**src/rtl/core/pfd_pkg.sv**
```systemverilog
// pfd_pkg: shared types and constants of the ppm frame decoder
// used by the interfaces, the conditioning unit and the top level
package pfd_pkg;

	localparam int TS_W       = 32;
	localparam int PW_W       = 16;
	localparam int CH_IDX_W   = 3;
	localparam int CNT_REG_W  = 4;
	localparam int CFG_IDX_W  = 3;
	localparam int CFG_DATA_W = 16;

	typedef enum logic [CFG_IDX_W-1:0] {
		REG_SYNC_LENGTH   = 3'd0,
		REG_CHANNEL_COUNT = 3'd1,
		REG_PULSE_MAX     = 3'd2,
		REG_PULSE_MIN     = 3'd3,
		REG_DEADBAND_LOW  = 3'd4,
		REG_DEADBAND_HIGH = 3'd5,
		REG_CENTER_VALUE  = 3'd6
	} reg_idx_t;

	localparam logic [PW_W-1:0]      RST_SYNC_LENGTH   = 16'd4000;
	localparam logic [CNT_REG_W-1:0] RST_CHANNEL_COUNT = 4'd6;
	localparam logic [PW_W-1:0]      RST_PULSE_MAX     = 16'd2000;
	localparam logic [PW_W-1:0]      RST_PULSE_MIN     = 16'd1000;
	localparam logic [PW_W-1:0]      RST_DEADBAND_LOW  = 16'd1450;
	localparam logic [PW_W-1:0]      RST_DEADBAND_HIGH = 16'd1550;
	localparam logic [PW_W-1:0]      RST_CENTER_VALUE  = 16'd1500;

	typedef struct packed {
		logic [PW_W-1:0] pulse_max;
		logic [PW_W-1:0] pulse_min;
		logic [PW_W-1:0] deadband_low;
		logic [PW_W-1:0] deadband_high;
		logic [PW_W-1:0] center_value;
	} cond_cfg_t;

endpackage

```
**src/rtl/core/pfd_if.sv**
```systemverilog
// pfd_if: valid/ready channel interfaces of the ppm frame decoder
// depends on pfd_pkg for field widths
interface pfd_in_if;
	logic                      valid;
	logic                      ready;
	logic                      edge_level;
	logic [pfd_pkg::TS_W-1:0]  timestamp;

	modport source (output valid, output edge_level, output timestamp, input ready);
	modport sink   (input valid, input edge_level, input timestamp, output ready);
endinterface

interface pfd_out_if;
	logic                          valid;
	logic                          ready;
	logic [pfd_pkg::CH_IDX_W-1:0]  channel_index;
	logic [pfd_pkg::PW_W-1:0]      pulse_width;
	logic                          last_channel;

	modport source (output valid, output channel_index, output pulse_width,
		output last_channel, input ready);
	modport sink   (input valid, input channel_index, input pulse_width,
		input last_channel, output ready);
endinterface

interface pfd_cfg_if;
	logic                           valid;
	logic                           ready;
	logic [pfd_pkg::CFG_IDX_W-1:0]  index;
	logic [pfd_pkg::CFG_DATA_W-1:0] data;

	modport source (output valid, output index, output data, input ready);
	modport sink   (input valid, input index, input data, output ready);
endinterface

```
**src/rtl/core/pfd_cond.sv**
```systemverilog
// pfd_cond: clamp and deadband conditioning of one channel value
// depends on pfd_pkg for cond_cfg_t
module pfd_cond (
	input  logic [pfd_pkg::PW_W-1:0] value,
	input  pfd_pkg::cond_cfg_t       cond_cfg,
	output logic [pfd_pkg::PW_W-1:0] result
);

	logic [pfd_pkg::PW_W-1:0] hi_c;
	logic [pfd_pkg::PW_W-1:0] lo_c;

	always_comb begin
		hi_c = (value > cond_cfg.pulse_max) ? cond_cfg.pulse_max : value;
		lo_c = (hi_c < cond_cfg.pulse_min) ? cond_cfg.pulse_min : hi_c;
		if (lo_c < cond_cfg.deadband_high && lo_c > cond_cfg.deadband_low) begin
			result = cond_cfg.center_value;
		end else begin
			result = lo_c;
		end
	end

endmodule

```
**src/rtl/core/ppm_frame_decoder_top.sv**
```systemverilog
// ppm_frame_decoder_top: pulse-position frame decoder for one rc ppm line
// depends on pfd_pkg, the pfd interfaces and pfd_cond
//
// edge_in carries one edge event per transfer (level after the edge, 32-bit
// tick timestamp). only falling edges act. a gap at or above sync_length
// starts a frame dump: every configured channel is read from the slot memory,
// clamped and deadbanded, written back and sent on chan_out, last_channel set
// on the final one. a shorter gap goes into the next free slot, if one is left.
// cfg takes register writes (index, data) in every cycle; write only when idle.
// a rising edge or short gap leaves the decoder idle, so edge_in stays ready.
// a sync with n channels holds edge_in while each channel passes a memory
// read state and a condition/write-back state on the single slot ram.
// the first result is loaded into the output register when S_COND finds it free.
// chan_out is registered: a stalled receiver holds the result and the slot
// sequencer waits; a finished frame's last result may wait while new edges are
// taken. reset clears config to defaults, slot valid bits (slots read as zero),
// the slot pointer and the previous edge time; no clearing pass is needed.
module ppm_frame_decoder_top #(
	parameter int MAX_CHANNELS = 8
) (
	input  logic         clk,
	input  logic         arst_n,
	pfd_cfg_if.sink      cfg,
	pfd_in_if.sink       edge_in,
	pfd_out_if.source    chan_out
);

	localparam int CW = $clog2(MAX_CHANNELS + 1);
	localparam int IW = (MAX_CHANNELS > 1) ? $clog2(MAX_CHANNELS) : 1;

	typedef enum logic [1:0] {
		S_IDLE,
		S_READ,
		S_COND
	} state_t;

	state_t                        state_q;
	logic [pfd_pkg::TS_W-1:0]      prev_q;
	logic [CW-1:0]                 slot_q;
	logic [IW-1:0]                 idx_q;
	logic [pfd_pkg::PW_W-1:0]      sync_q;
	logic [pfd_pkg::CNT_REG_W-1:0] cc_q;
	pfd_pkg::cond_cfg_t            cond_cfg_q;
	logic [MAX_CHANNELS-1:0]       vld_q;

	logic [pfd_pkg::PW_W-1:0]      mem [MAX_CHANNELS];
	logic [pfd_pkg::PW_W-1:0]      rd_data_s1;
	logic                          rd_vld_s1;

	logic                          out_vld_q;
	logic [pfd_pkg::CH_IDX_W-1:0]  out_idx_q;
	logic [pfd_pkg::PW_W-1:0]      out_pw_q;
	logic                          out_last_q;

	logic [CW-1:0]                 n_c;
	logic [pfd_pkg::TS_W-1:0]      gap_c;
	logic                          is_sync_c;
	logic                          take_c;
	logic                          store_wr_c;
	logic [IW-1:0]                 store_addr_c;
	logic [pfd_pkg::PW_W-1:0]      rd_val_c;
	logic [pfd_pkg::PW_W-1:0]      cond_c;
	logic                          out_free_c;
	logic                          wb_c;
	logic                          last_c;

	assign cfg.ready     = 1'b1;
	assign edge_in.ready = (state_q == S_IDLE);

	assign chan_out.valid         = out_vld_q;
	assign chan_out.channel_index = out_idx_q;
	assign chan_out.pulse_width   = out_pw_q;
	assign chan_out.last_channel  = out_last_q;

	always_comb begin
		if (32'(cc_q) > MAX_CHANNELS) begin
			n_c = CW'(MAX_CHANNELS);
		end else begin
			n_c = CW'(cc_q);
		end
	end

	assign gap_c        = edge_in.timestamp - prev_q;
	assign is_sync_c    = gap_c >= {{(pfd_pkg::TS_W - pfd_pkg::PW_W){1'b0}}, sync_q};
	assign take_c       = edge_in.valid && (state_q == S_IDLE) && !edge_in.edge_level;
	assign store_wr_c   = take_c && !is_sync_c && (slot_q < n_c);
	assign store_addr_c = slot_q[IW-1:0];
	assign rd_val_c     = rd_vld_s1 ? rd_data_s1 : '0;
	assign out_free_c   = !out_vld_q || chan_out.ready;
	assign wb_c         = (state_q == S_COND) && out_free_c;
	assign last_c       = (32'(idx_q) + 32'd1) == 32'(n_c);

	pfd_cond u_cond (
		.value    (rd_val_c),
		.cond_cfg (cond_cfg_q),
		.result   (cond_c)
	);

	// slot memory, one write and one registered read port
	always_ff @(posedge clk) begin
		if (wb_c) begin
			mem[idx_q] <= cond_c;
		end else if (store_wr_c) begin
			mem[store_addr_c] <= gap_c[pfd_pkg::PW_W-1:0];
		end
		if (state_q == S_READ) begin
			rd_data_s1 <= mem[idx_q];
			rd_vld_s1  <= vld_q[idx_q];
		end
	end

	always_ff @(posedge clk or negedge arst_n) begin
		if (!arst_n) begin
			state_q    <= S_IDLE;
			prev_q     <= '0;
			slot_q     <= '0;
			idx_q      <= '0;
			vld_q      <= '0;
			sync_q     <= pfd_pkg::RST_SYNC_LENGTH;
			cc_q       <= pfd_pkg::RST_CHANNEL_COUNT;
			cond_cfg_q <= '{pulse_max:     pfd_pkg::RST_PULSE_MAX,
				pulse_min:     pfd_pkg::RST_PULSE_MIN,
				deadband_low:  pfd_pkg::RST_DEADBAND_LOW,
				deadband_high: pfd_pkg::RST_DEADBAND_HIGH,
				center_value:  pfd_pkg::RST_CENTER_VALUE};
			out_vld_q  <= 1'b0;
			out_idx_q  <= '0;
			out_pw_q   <= '0;
			out_last_q <= 1'b0;
		end else begin
			if (cfg.valid) begin
				unique case (cfg.index)
					pfd_pkg::REG_SYNC_LENGTH:   sync_q <= cfg.data;
					pfd_pkg::REG_CHANNEL_COUNT: cc_q <= cfg.data[pfd_pkg::CNT_REG_W-1:0];
					pfd_pkg::REG_PULSE_MAX:     cond_cfg_q.pulse_max <= cfg.data;
					pfd_pkg::REG_PULSE_MIN:     cond_cfg_q.pulse_min <= cfg.data;
					pfd_pkg::REG_DEADBAND_LOW:  cond_cfg_q.deadband_low <= cfg.data;
					pfd_pkg::REG_DEADBAND_HIGH: cond_cfg_q.deadband_high <= cfg.data;
					pfd_pkg::REG_CENTER_VALUE:  cond_cfg_q.center_value <= cfg.data;
					default: ;
				endcase
			end

			if (out_vld_q && chan_out.ready && !wb_c) begin
				out_vld_q <= 1'b0;
			end

			unique case (state_q)
				S_IDLE: begin
					if (take_c) begin
						prev_q <= edge_in.timestamp;
						if (is_sync_c) begin
							slot_q <= '0;
							idx_q  <= '0;
							if (n_c != '0) begin
								state_q <= S_READ;
							end
						end else if (store_wr_c) begin
							slot_q               <= slot_q + 1'b1;
							vld_q[store_addr_c]  <= 1'b1;
						end
					end
				end
				S_READ: begin
					state_q <= S_COND;
				end
				S_COND: begin
					if (out_free_c) begin
						vld_q[idx_q] <= 1'b1;
						out_vld_q    <= 1'b1;
						out_idx_q    <= pfd_pkg::CH_IDX_W'(idx_q);
						out_pw_q     <= cond_c;
						out_last_q   <= last_c;
						if (last_c) begin
							state_q <= S_IDLE;
						end else begin
							idx_q   <= idx_q + 1'b1;
							state_q <= S_READ;
						end
					end
				end
				default: state_q <= S_IDLE;
			endcase
		end
	end

endmodule

```
**src/flat_wrapper.sv**
```systemverilog
// flat-port wrapper written by rule: the top's interface ports become plain ports
module ppm_frame_decoder_top_flat 
#(
	parameter int MAX_CHANNELS = 8
)
  (clk, arst_n, cfg_valid, cfg_index, cfg_data, cfg_ready, edge_in_valid, edge_in_edge_level, edge_in_timestamp, edge_in_ready, chan_out_valid, chan_out_channel_index, chan_out_pulse_width, chan_out_last_channel, chan_out_ready);
  pfd_cfg_if cfg_i ();
  pfd_in_if edge_in_i ();
  pfd_out_if chan_out_i ();
  input  logic clk;
  input  logic arst_n;
  input wire logic [$bits(cfg_i.valid)-1:0] cfg_valid;
  input wire logic [$bits(cfg_i.index)-1:0] cfg_index;
  input wire logic [$bits(cfg_i.data)-1:0] cfg_data;
  output wire logic [$bits(cfg_i.ready)-1:0] cfg_ready;
  input wire logic [$bits(edge_in_i.valid)-1:0] edge_in_valid;
  input wire logic [$bits(edge_in_i.edge_level)-1:0] edge_in_edge_level;
  input wire logic [$bits(edge_in_i.timestamp)-1:0] edge_in_timestamp;
  output wire logic [$bits(edge_in_i.ready)-1:0] edge_in_ready;
  output wire logic [$bits(chan_out_i.valid)-1:0] chan_out_valid;
  output wire logic [$bits(chan_out_i.channel_index)-1:0] chan_out_channel_index;
  output wire logic [$bits(chan_out_i.pulse_width)-1:0] chan_out_pulse_width;
  output wire logic [$bits(chan_out_i.last_channel)-1:0] chan_out_last_channel;
  input wire logic [$bits(chan_out_i.ready)-1:0] chan_out_ready;
  assign cfg_i.valid = cfg_valid;
  assign cfg_i.index = cfg_index;
  assign cfg_i.data = cfg_data;
  assign cfg_ready = cfg_i.ready;
  assign edge_in_i.valid = edge_in_valid;
  assign edge_in_i.edge_level = edge_in_edge_level;
  assign edge_in_i.timestamp = edge_in_timestamp;
  assign edge_in_ready = edge_in_i.ready;
  assign chan_out_valid = chan_out_i.valid;
  assign chan_out_channel_index = chan_out_i.channel_index;
  assign chan_out_pulse_width = chan_out_i.pulse_width;
  assign chan_out_last_channel = chan_out_i.last_channel;
  assign chan_out_i.ready = chan_out_ready;
  ppm_frame_decoder_top #(.MAX_CHANNELS(MAX_CHANNELS)) u_core (.clk(clk), .arst_n(arst_n), .cfg(cfg_i), .edge_in(edge_in_i), .chan_out(chan_out_i));
endmodule
```
**config.mk**
```make
export PLATFORM = sky130hd
export DESIGN_NAME = ppm_frame_decoder_top_flat
export DESIGN_NICKNAME = d
export VERILOG_FILES = /design/src/rtl/core/pfd_pkg.sv /design/src/rtl/core/pfd_if.sv /design/src/rtl/core/pfd_cond.sv /design/src/rtl/core/ppm_frame_decoder_top.sv /design/src/flat_wrapper.sv
export SDC_FILE = /design/constraint.sdc
export NUM_CORES = 1
export LEC_CHECK = 0
export BUFFER_PORTS_ARGS = -buffer_cell sky130_fd_sc_hd__buf_2
export CAP_MARGIN = 10
export CORE_MARGIN = 4
export CORE_UTILIZATION = 62
export DETAILED_ROUTE_END_ITERATION = 10
export PLACE_DENSITY = 0.83
export SKIP_LAST_GASP = 1
export SYNTH_ARGS = -nofsm -noshare
export SYNTH_HDL_FRONTEND = slang
export SYNTH_SLANG_ARGS = --single-unit
```
**constraint.sdc**
```tcl
create_clock -name clk -period 8.6 [get_ports clk]
set_clock_uncertainty 0.2 [all_clocks]
set_input_delay 0.86 -clock clk [delete_from_list [all_inputs] [get_ports clk]]
set_output_delay 0.86 -clock clk [all_outputs]
set_load 0.01 [all_outputs]
```
==> impl_metrics.tcl <==
set metrics [dict create \
    rr_endpoint "u_core.mem[7][11]" \
    clk_path_buf_depth 3 \
    final-seq-area_sq_um 8657 \
    cts_made_buffers 34 \
    syn_area_per_cell_sq_um 11.26 \
    placeableCoreArea_sq_um 26880 \
    fin_util_pct 70.38 \
    powerDensity_nw_per_um2 432.4 \
    grt_pass1_wl_um 67450 \
    place_hpwl_um 29400 \
    slew_viol_final 0 \
    hold_violations 0 \
    finalNetCount 1752 \
    required_ps 8640 \
    worst_pin_slew_ps 1049 \
    postCtsSetupBuffers 0 \
    synthXorXnorAreaFrac_pct 1.295 \
    maxCapViolations 0 \
    initial_utilization_pct 62.90 \
    clock_latency_ps 520 \
    drive_above_1_share_pct 20.86 \
    rsz0062_at_grt "false" \
    die_h_um 173.1 \
    synthAdderAreaFrac_pct 8.556 \
    synth_cell_types 73 \
    routedWlPerCell_um 21.73 \
    setup_viol 0 \
    yosys_warnings 0 \
    power_leakage_nw 7.954 \
    fin_crit_sh_pct 92.67 \
    portBuffers 78 \
    area_growth_pct 11.89 \
    synthArstFlopShare_pct 53.97 \
    grt_pass1_vias 12370 \
    overflow 0 \
    first_iter_violations 1040 \
    muxShareOfSynthArea_pct 12.41 \
    synth-edff-count 145 \
    wl_um 42310 \
    antenna_cells 0 \
    std_cell_rows 60 \
    cts-root-buf "clkbuf_16" \
    holdCritPathClass "input port to async pin" \
    cp-end-kind "flip-flop" \
    die_w_um 173.1 \
    rrSetupSlack_ps 630 \
    track_usage_pct 28.34 \
    grt_max_degree 86 \
    path_max_fanout 16 \
    clock-sinks 315 \
    vias_per_cell 6.301 \
    synth_area_sq_um 16900 \
    fin_cells 1947 \
    multi_input_area_sq_um 7490 \
    cts_tree "done" \
    ios 80 \
    dr_total_vias 12270 \
    num-fill-cells 1803 \
    final_cell_mix "160 x nand2_1, 145 x edfxtp_1, 140 x inv_1, 137 x o21ai_0, 131 x dfrtp_1" \
    post_cts_resize_count 0 \
    path_clk_slew_ps 60 \
    setup.worst_path.class "flip-flop to flip-flop" \
    synth_top_family_by_area "multiplexers" \
    fin_tns_setup_ps 0 \
    drc_errors 0 \
    fmax_mhz 125.5 \
    antenna_found_initial 0 \
    hold_buffers 0 \
    htree_num_levels 2 \
    yosys.area_share.simple_pct 9.540 \
    dp_cells 1884 \
    synth_nets 1673 \
    cp.arrival_ps 8010 \
    drt_first_pass_iters 5 \
    ys.flop_type "edfxtp_1" \
    place.gp.congestion 0.8996 \
    slew_headroom_pct 29.71 \
    die_area_sq_um 29970 \
    ir_worst_vdd_mv 0.3008 \
    ys_ff_latch 315 \
    fin_crit_ps 7969 \
    yosysSeqAreaShare_pct 51.20 \
    drtAntennaViolNets 0 \
    mostFrequentLayoutCell "nand2_1" \
    fin_ws_ps 630.6 \
    pre_cts_slack_ps 813.8 \
    worstSetupStartpointType "flip-flop" \
    r2r-start "u_core.rd_vld_s1" \
    synth_compound_area_share_pct 12.25 \
    status "finished, final reports clean" \
    ff2ff_path_depth 27 \
    synthCells 1501 \
]
synthesized netlist by cell type (all sizes together), types with 3 or more instances:
library cell / n / share of area (%)
nand4: 21 / 0.78
and4: 3 / 0.16
xor2: 9 / 0.47
clkbuf: 49 / 1.1
mux2i: 33 / 2.0
o21ai: 143 / 4.2
nand3: 25 / 0.74
a211oi: 8 / 0.36
nor4: 7 / 0.30
mux4: 34 / 4.5
o311ai: 3 / 0.16
nor2b: 9 / 0.33
a211o: 5 / 0.26
mux2: 89 / 5.9
nor2: 56 / 1.2
o21bai: 6 / 0.27
o211ai: 10 / 0.44
buf: 15 / 0.50
a21o: 21 / 0.93
or3: 4 / 0.15
o32ai: 4 / 0.21
inv: 140 / 3.1
nand4b: 5 / 0.30
dfrtp: 132 / 20
nand2: 160 / 3.6
and2: 20 / 0.74
nor3: 14 / 0.41
o21a: 16 / 0.71
o31ai: 6 / 0.41
xnor2: 16 / 0.83
ha: 114 / 8.4
a31oi: 9 / 0.33
o22ai: 3 / 0.11
edfxtp: 145 / 26
a2111oi: 4 / 0.33
o2bb2ai: 3 / 0.16
dfstp: 38 / 5.9
nand2b: 11 / 0.41
a21oi: 81 / 2.4
per-layer routing:
layer  track usage [%]  vias up  wire length [um]
met3             6.143       86              3709
met1             37.53     6030             17040
li1                  -     5578                 -
met2             47.43      574             20430
met4             8.680        0              1136
met5                 0        -                 0
through the flow:
step	hold slack, ps	total power [mW]	instance area (sq um)
after floorplan	238.5	5.365	16910
after global placement	254.2	6.331	17710
after detailed placement	261.6	6.497	17710
after CTS	241.9	8.150	18910
after global routing	267.9	8.736	18910
final	184.2	8.179	18910
worst max-delay path, cell delays in order (launching register included):
cell	delay (ps)
edfxtp_1	550
and2_1	240
ha_1	300
nand4_1	180
a2111o_1	420
a31oi_1	190
buf_4	260
mux2_2	370
ha_1	290
a21o_1	170
a21o_1	180
a221oi_1	370
nand2_1	170
o31ai_4	520
buf_4	310
nor2_1	70
a21oi_1	280
ha_1	320
a21o_1	160
a21o_1	170
a21oi_1	160
o21a_1	130
o211ai_1	80
a21oi_1	130
a21boi_2	530
buf_4	300
mux2i_1	130
mux2i_1	500
worst max path at each step:
stage	slack, ps	start	cells past startpoint	endpoint
6_report	630	u_core.rd_vld_s1	27	u_core.mem[7][11]
2_1_floorplan	1550	u_core.rd_vld_s1	28	u_core.mem[0][1]
3_5_place_dp	810	u_core.rd_vld_s1	27	u_core.mem[0][15]
5_1_grt	20	u_core.rd_vld_s1	27	u_core.mem[7][11]
3_3_place_gp	1020	u_core.rd_vld_s1	28	u_core.mem[4][15]
4_1_cts	700	u_core.rd_vld_s1	27	u_core.mem[7][11]
state kept, by name, summed over array words and instances (netlist names), 2 cells and up:
register and cells:
u_core.chan_out.channel_index 3, u_core.sync_q 16, u_core.vld_q 8, u_core.cond_cfg_q 80
u_core.rd_data_s1 16, u_core.mem 128, u_core.idx_q 3, u_core.chan_out.pulse_width 16
u_core.slot_q 4, u_core.cc_q 4, u_core.prev_q 32, u_core.state_q 2
power by group:
group | switching (mW) | internal (mW)
sequential | 0.172 | 2.40
clock | 0.604 | 0.969
combinational | 2.49 | 1.54
area by class of cell:
cell class	instances	share of cell area [%]
Multi-Input combinational cell	982	39.60
Inverter	140	2.778
Tap cell	341	2.256
Timing Repair Buffer	107	3.248
Sequential cell	315	45.77
Clock inverter	16	1.277
Clock buffer	46	5.074
cell families (layout without fill, tap and decap cells):
group / count (synthesis) / count (layout)
AND/OR/NAND/NOR: 345 / 345
multiplexers: 156 / 156
XOR/XNOR: 25 / 25
other: 1 / 1
AO/OA/AOI/OAI: 340 / 340
flip-flops: 315 / 315
buffers and inverters: 204 / 309
adder cells (fa/ha/maj): 115 / 115
Note: power is estimated with default switching activity, not from simulation.
